`config.mk`:
```
export PLATFORM = sky130hd
export DESIGN_NAME = dat_ctrl
export DESIGN_NICKNAME = d
export VERILOG_FILES = /design/src/rtl/dat_pkg.sv /design/src/rtl/dat_ctrl.sv
export SDC_FILE = /design/constraint.sdc
export NUM_CORES = 1
export LEC_CHECK = 0
export CORE_MARGIN = 1.5
export CORE_UTILIZATION = 36
export CTS_CLUSTER_SIZE = 10
export DETAILED_ROUTE_END_ITERATION = 12
export DONT_BUFFER_PORTS = 1
export GPL_TIMING_DRIVEN = 0
export HOLD_SLACK_MARGIN = 0.1
export MAX_ROUTING_LAYER = met4
export PLACE_DENSITY = 0.6
export SLEW_MARGIN = 30
export SYNTH_ARGS = -nofsm -noshare
export SYNTH_HDL_FRONTEND = slang
export SYNTH_SLANG_ARGS = --single-unit
```
`constraint.sdc`:
```
create_clock -name aclk -period 1.8 [get_ports aclk]
set_input_delay 0.18 -clock aclk [delete_from_list [all_inputs] [get_ports aclk]]
set_output_delay 0.18 -clock aclk [all_outputs]
set_load 0.05 [all_outputs]
```
`src/rtl/dat_pkg.sv`:
```
// Shared types, codes and constants of the dual-antenna tag arbiter.
package dat_pkg;

    localparam int TAG_HI_W = 32;
    localparam int TAG_LO_W = 64;
    localparam int RSSI_W   = 12;
    localparam int TIME_W   = 32;
    localparam int SM_W     = 20;
    localparam int SLOT_W   = 5;
    localparam int MARGIN_W = 12;
    localparam int CFG_IDX_W  = 3;
    localparam int CFG_DATA_W = 16;
    localparam int EVN_W    = 6;
    localparam logic [EVN_W-1:0] MAX_EVENTS = 6'd32;
    localparam logic [MARGIN_W-1:0] MARGIN_SAT = 12'd2559;

    localparam logic [1:0] ANT_NONE = 2'd2;

    localparam logic OP_READ  = 1'b0;
    localparam logic OP_SWEEP = 1'b1;
    localparam logic EV_COMMIT  = 1'b0;
    localparam logic EV_RELEASE = 1'b1;

    localparam logic [CFG_IDX_W-1:0] CFG_RELEASE = 3'd0;
    localparam logic [CFG_IDX_W-1:0] CFG_MARGIN  = 3'd1;
    localparam logic [CFG_IDX_W-1:0] CFG_FLOOR   = 3'd2;
    localparam logic [CFG_IDX_W-1:0] CFG_CONFIRM = 3'd3;
    localparam logic [CFG_IDX_W-1:0] CFG_ALPHA   = 3'd4;

    typedef struct packed {
        logic                op;
        logic                antenna;
        logic [TAG_HI_W-1:0] tag_id_high;
        logic [TAG_LO_W-1:0] tag_id_low;
        logic [RSSI_W-1:0]   rssi_tenths;
        logic [TIME_W-1:0]   time_ms;
    } in_t;

    typedef struct packed {
        logic                event_res;
        logic [SLOT_W-1:0]   slot;
        logic                owner_antenna;
        logic [TAG_HI_W-1:0] tag_high;
        logic [TAG_LO_W-1:0] tag_low;
        logic [MARGIN_W-1:0] margin_tenths;
        logic                sole_reader;
        logic [TIME_W-1:0]   decide_ms;
        logic                last;
    } out_t;

    typedef struct packed {
        logic [TAG_HI_W-1:0]         tag_high;
        logic [TAG_LO_W-1:0]         tag_low;
        logic [1:0][RSSI_W-1:0]      rssi;
        logic [1:0][SM_W-1:0]        sm;
        logic [1:0]                  smv;
        logic [1:0]                  cand;
        logic [7:0]                  streak;
        logic [1:0]                  owner;
        logic [TIME_W-1:0]           start_ms;
        logic [TIME_W-1:0]           last_ms;
    } rec_t;

    typedef struct packed {
        logic in_load;
        logic sweep_init;
        logic idx_inc;
        logic mem_rd;
        logic cmp_step;
        logic set_hit;
        logic goto_free;
        logic read_wr;
        logic rec_load;
        logic mul_en;
        logic add_en;
        logic ant;
        logic dec_en;
        logic emit_step;
        logic flush_push;
        logic seen_clr;
    } cmd_t;

    typedef struct packed {
        logic used_cur;
        logic hit;
        logic idx_last;
        logic free_avail;
        logic ev_flag;
        logic pend_valid;
        logic out_free;
    } stat_t;

    typedef enum logic [3:0] {
        ST_IDLE,
        ST_FIND_RD,
        ST_FIND_CMP,
        ST_READ_WR,
        ST_SW_RD,
        ST_SW_LOAD,
        ST_SW_MUL0,
        ST_SW_ADD0,
        ST_SW_MUL1,
        ST_SW_ADD1,
        ST_SW_DEC,
        ST_SW_EMIT,
        ST_SW_FLUSH
    } state_t;

endpackage

```
`src/rtl/dat_ctrl.sv`:
```
// Controller state machine sequencing tag lookup and the sweep walk.
module dat_ctrl (
    input  logic          aclk,
    input  logic          aresetn,
    input  logic          s_valid,
    input  logic          s_op,
    output logic          s_ready,
    input  dat_pkg::stat_t stat,
    output dat_pkg::cmd_t  cmd
);

    dat_pkg::state_t state_reg, state_next;

    always_ff @(posedge aclk) begin
        if (!aresetn) begin
            state_reg <= dat_pkg::ST_IDLE;
        end else begin
            state_reg <= state_next;
        end
    end

    always_comb begin
        state_next = state_reg;
        case (state_reg)
            dat_pkg::ST_IDLE: begin
                if (s_valid) begin
                    state_next = (s_op == dat_pkg::OP_SWEEP) ? dat_pkg::ST_SW_RD
                                                             : dat_pkg::ST_FIND_RD;
                end
            end
            dat_pkg::ST_FIND_RD: state_next = dat_pkg::ST_FIND_CMP;
            dat_pkg::ST_FIND_CMP: begin
                if (stat.hit) begin
                    state_next = dat_pkg::ST_READ_WR;
                end else if (stat.idx_last) begin
                    state_next = stat.free_avail ? dat_pkg::ST_READ_WR : dat_pkg::ST_IDLE;
                end else begin
                    state_next = dat_pkg::ST_FIND_RD;
                end
            end
            dat_pkg::ST_READ_WR: state_next = dat_pkg::ST_IDLE;
            dat_pkg::ST_SW_RD: begin
                if (stat.used_cur) begin
                    state_next = dat_pkg::ST_SW_LOAD;
                end else if (stat.idx_last) begin
                    state_next = dat_pkg::ST_SW_FLUSH;
                end
            end
            dat_pkg::ST_SW_LOAD: state_next = dat_pkg::ST_SW_MUL0;
            dat_pkg::ST_SW_MUL0: state_next = dat_pkg::ST_SW_ADD0;
            dat_pkg::ST_SW_ADD0: state_next = dat_pkg::ST_SW_MUL1;
            dat_pkg::ST_SW_MUL1: state_next = dat_pkg::ST_SW_ADD1;
            dat_pkg::ST_SW_ADD1: state_next = dat_pkg::ST_SW_DEC;
            dat_pkg::ST_SW_DEC:  state_next = dat_pkg::ST_SW_EMIT;
            dat_pkg::ST_SW_EMIT: begin
                if (!(stat.ev_flag && stat.pend_valid && !stat.out_free)) begin
                    state_next = stat.idx_last ? dat_pkg::ST_SW_FLUSH : dat_pkg::ST_SW_RD;
                end
            end
            dat_pkg::ST_SW_FLUSH: begin
                if (!stat.pend_valid || stat.out_free) begin
                    state_next = dat_pkg::ST_IDLE;
                end
            end
            default: state_next = dat_pkg::ST_IDLE;
        endcase
    end

    always_comb begin
        cmd     = '0;
        s_ready = 1'b0;
        case (state_reg)
            dat_pkg::ST_IDLE: begin
                s_ready = 1'b1;
                if (s_valid) begin
                    cmd.in_load    = 1'b1;
                    cmd.sweep_init = (s_op == dat_pkg::OP_SWEEP);
                end
            end
            dat_pkg::ST_FIND_RD: cmd.mem_rd = 1'b1;
            dat_pkg::ST_FIND_CMP: begin
                cmd.cmp_step = 1'b1;
                if (stat.hit) begin
                    cmd.set_hit = 1'b1;
                end else if (stat.idx_last) begin
                    cmd.goto_free = stat.free_avail;
                end else begin
                    cmd.idx_inc = 1'b1;
                end
            end
            dat_pkg::ST_READ_WR: cmd.read_wr = 1'b1;
            dat_pkg::ST_SW_RD: begin
                if (stat.used_cur) begin
                    cmd.mem_rd = 1'b1;
                end else if (!stat.idx_last) begin
                    cmd.idx_inc = 1'b1;
                end
            end
            dat_pkg::ST_SW_LOAD: cmd.rec_load = 1'b1;
            dat_pkg::ST_SW_MUL0: cmd.mul_en = 1'b1;
            dat_pkg::ST_SW_ADD0: cmd.add_en = 1'b1;
            dat_pkg::ST_SW_MUL1: begin
                cmd.mul_en = 1'b1;
                cmd.ant    = 1'b1;
            end
            dat_pkg::ST_SW_ADD1: begin
                cmd.add_en = 1'b1;
                cmd.ant    = 1'b1;
            end
            dat_pkg::ST_SW_DEC: cmd.dec_en = 1'b1;
            dat_pkg::ST_SW_EMIT: begin
                if (!(stat.ev_flag && stat.pend_valid && !stat.out_free)) begin
                    cmd.emit_step = 1'b1;
                    cmd.idx_inc   = !stat.idx_last;
                end
            end
            dat_pkg::ST_SW_FLUSH: begin
                if (!stat.pend_valid || stat.out_free) begin
                    cmd.flush_push = stat.pend_valid;
                    cmd.seen_clr   = 1'b1;
                end
            end
            default: cmd = '0;
        endcase
    end

endmodule

```
==> flow_metrics.py <==
metrics = {
    "setup_path": {
        "rrSetupSlack_ns": -0.10,
        "startpoint_type": "flip-flop",
        "cp.required_ns": 1.62,
        "cp-end-kind": "primary output",
        "crit_type": "flip-flop to primary output",
        "crit_arrival_ns": 1.79,
        "crit_fanout": 6,
    },
    "synth": {
        "synth_edf_count": 0,
        "yosysUniqueCellTypes": 37,
        "synth-seq-cells": 4,
        "syn_avg_cell_area_um2": 7.46,
        "netlist_instances": 82,
        "synth_ff_type": "dfxtp_1",
        "ys_seq_area_share_pct": 13.1,
        "yosys_warnings": 0,
        "syn_area_um2": 612,
        "async_reset_ff_share_pct": 0,
        "syn-num-nets": 93,
    },
    "clock_tree": {
        "clkSlewWorstSetupHoldPaths_ns": 0.04,
        "clkLatencyLatePin_ns": 0.24,
        "cts_made_buffers": 3,
        "cts_root_buf": "clkbuf_4",
        "clk_path_buf_depth": 2,
        "cts_max_level": 1,
        "cts_sinks": 4,
        "cts_tree": "yes",
    },
    "global_routing": {
        "grt_max_degree": 11,
        "grt_pass1_wl_um": 3040,
        "grt_antenna_before_repair": 0,
        "grt_usage_pct": 21.6,
        "grt_pass1_vias": 656,
        "grt_overflow": 0,
    },
    "floorplanning": {
        "start_util_pct": 39.7,
        "die_y_um": 44.2,
        "die_area_um2": 1960,
        "row_count": 14,
        "core_um2": 1540,
        "ios": 28,
        "die_x_um": 44.2,
    },
    "sta": {
        "finalClockSkew_ns": 0.000123,
        "final.min_clock_period_ns": 1.97,
        "slew_headroom_pct": 35.9,
        "fin_crit_sh_pct": 110,
        "slew_viol_final": 0,
        "setup_viol": 10,
        "hold_viol_final": 0,
        "setup_slack_ns": -0.172,
        "whs_ns": 0.275,
        "timing.fmax_ghz": 0.507,
        "grt_setup_unrepaired": "yes",
        "worstMarginPinSlew_ns": 0.957,
    },
    "worst_hold_path": {
        "hp-class": "primary input to flip-flop",
    },
    "detailed_routing": {
        "wl_per_cell_um": 16.9,
        "antenna_left": 0,
        "routed_via_density": 6.29,
        "drt-pass1-iter-count": 4,
        "drt-initial-drc-count": 15,
        "vias": 717,
        "drc_errors": 0,
        "drt-total-wl_um": 1920,
    },
    "finish": {
        "multi_input_area_um2": 623,
        "drive_gt1_share_pct": 53.1,
        "nNetsFinal": 111,
        "n_antenna_cell": 0,
        "seq_area_um2": 88.8,
        "area_delta_synth_final_pct": 57.7,
        "largest_register_ffs": 4,
        "fillCellCount": 141,
        "fin_util_pct": 62.6,
    },
    "pwr": {
        "p_leak_uw": 0.000336,
        "ir_worst_vdd_mv": 0.945,
        "power.density_nw_per_um2": 1890,
    },
    "place": {
        "numPortBuffers": 0,
        "dp_hpwl_um": 1230,
        "place_congestion": 0.837,
    },
    "flow_run": {
        "drv_cap": 0,
    },
    "status": {
        "status": "finished, violations left",
        "violations": "negative setup slack",
    },
}
logic make-up after synthesis:
kind of cell           after synthesis  share of synthesized area, %
AND/OR/NAND/NOR                     44                          45.2
buffers and inverters               10                          8.59
flip-flops                           4                          13.1
XOR/XNOR                             1                          1.43
AO/OA/AOI/OAI                       23                          31.7
cells in the final DEF, fill, tap and decap left out, types with 2 or more instances in the layout:
| cell | instances |
|---|---|
| buf_4 | 10 |
| nand2_1 | 6 |
| buf_6 | 5 |
| nor3_4 | 4 |
| clkbuf_4 | 4 |
| a21oi_1 | 4 |
| nor3_1 | 4 |
| nor2_1 | 3 |
| nand3b_1 | 3 |
| o21ai_0 | 3 |
| buf_8 | 2 |
| and2_4 | 2 |
| a21oi_4 | 2 |
| o32ai_4 | 2 |
| nor2b_1 | 2 |
| or4_1 | 2 |
| dfxtp_4 | 2 |
critical path, cell delays in order, from the launching register on:
cell and delay [ns]:
dfxtp_2 0.31, buf_6 0.12, nand2b_4 0.15, nor3_4 0.49, and4b_4 0.48
cells in the mapped netlist, drive strengths merged, types with 2 or more instances:
| library cell | count | area, µm² |
|---|---|---|
| nand2 | 7 | 26.3 |
| a211oi | 2 | 15.0 |
| nand2b | 2 | 12.5 |
| clkbuf | 2 | 7.51 |
| and2 | 3 | 18.8 |
| nor2b | 3 | 18.8 |
| inv | 3 | 11.3 |
| a21oi | 6 | 30.0 |
| o21a | 2 | 15.0 |
| nor2 | 4 | 15.0 |
| buf | 5 | 33.8 |
| dfxtp | 4 | 80.1 |
| nand3b | 3 | 22.5 |
| nor3 | 8 | 40.0 |
| o21ai | 4 | 20.0 |
| or3b | 2 | 17.5 |
| o32ai | 2 | 55.1 |
| or4bb | 2 | 22.5 |
| or4 | 3 | 22.5 |
metrics by stage:
step                instance area [µm²]  total power (µW)  cells  worst slack, ns  setup TNS (ns)
finish                              965              1820    114           -0.172           -1.02
global route                        965              1920    114           -0.229           -1.54
CTS                                 916              1720    112           -0.209           -1.02
detailed placement                  678              1240     98           -0.459           -1.83
global placement                    669              1230     98           -0.454           -2.43
floorplan                           649              1100     82           -0.290           -1.28
per-layer routing:
metal / track usage, % / wire, µm
met5: - / 0
met4: 1.82 / 0
met3: 6.53 / 87
met2: 36.5 / 945
met1: 26.2 / 892
worst paths after layout:
path | startpoint | endpoint | cells past startpoint
max | state_reg[3]$_SDFFE_PN0P_ | cmd[9] | 4
min | stat[3] | state_reg[0]$_SDFFE_PN0P_ | 3
max reg2reg | state_reg[2]$_SDFFE_PN0P_ | state_reg[0]$_SDFFE_PN0P_ | 5
min reg2reg | state_reg[3]$_SDFFE_PN0P_ | state_reg[1]$_SDFFE_PN0P_ | 4
final cells by class:
type	instances	share of cell area [%]
plain buffers	7	8.82
clock buffers	3	2.33
inverters	3	1.82
multi-input cells	68	64.6
flip-flops and latches	4	9.21
well taps	16	2.08
repair buffers	13	11.2
repair_timing:
item                                    CTS  global route
gates resized for setup                  37            11
buffers inserted                         10             2
endpoints found under the setup margin   17            14
pin swaps                                 8             6
endpoints found under the hold margin     4             0
hold buffers                              1             0
where the power goes:
| part | leakage (µW) | total (µW) | switching [µW] | internal [µW] |
|---|---|---|---|---|
| sequential | 0.0000346 | 184 | 42.5 | 142 |
| clock | 0.0000138 | 115 | 40.6 | 74.9 |
| combinational | 0.000288 | 1520 | 900 | 620 |
No activity file was read; power rests on OpenSTA's default activity.
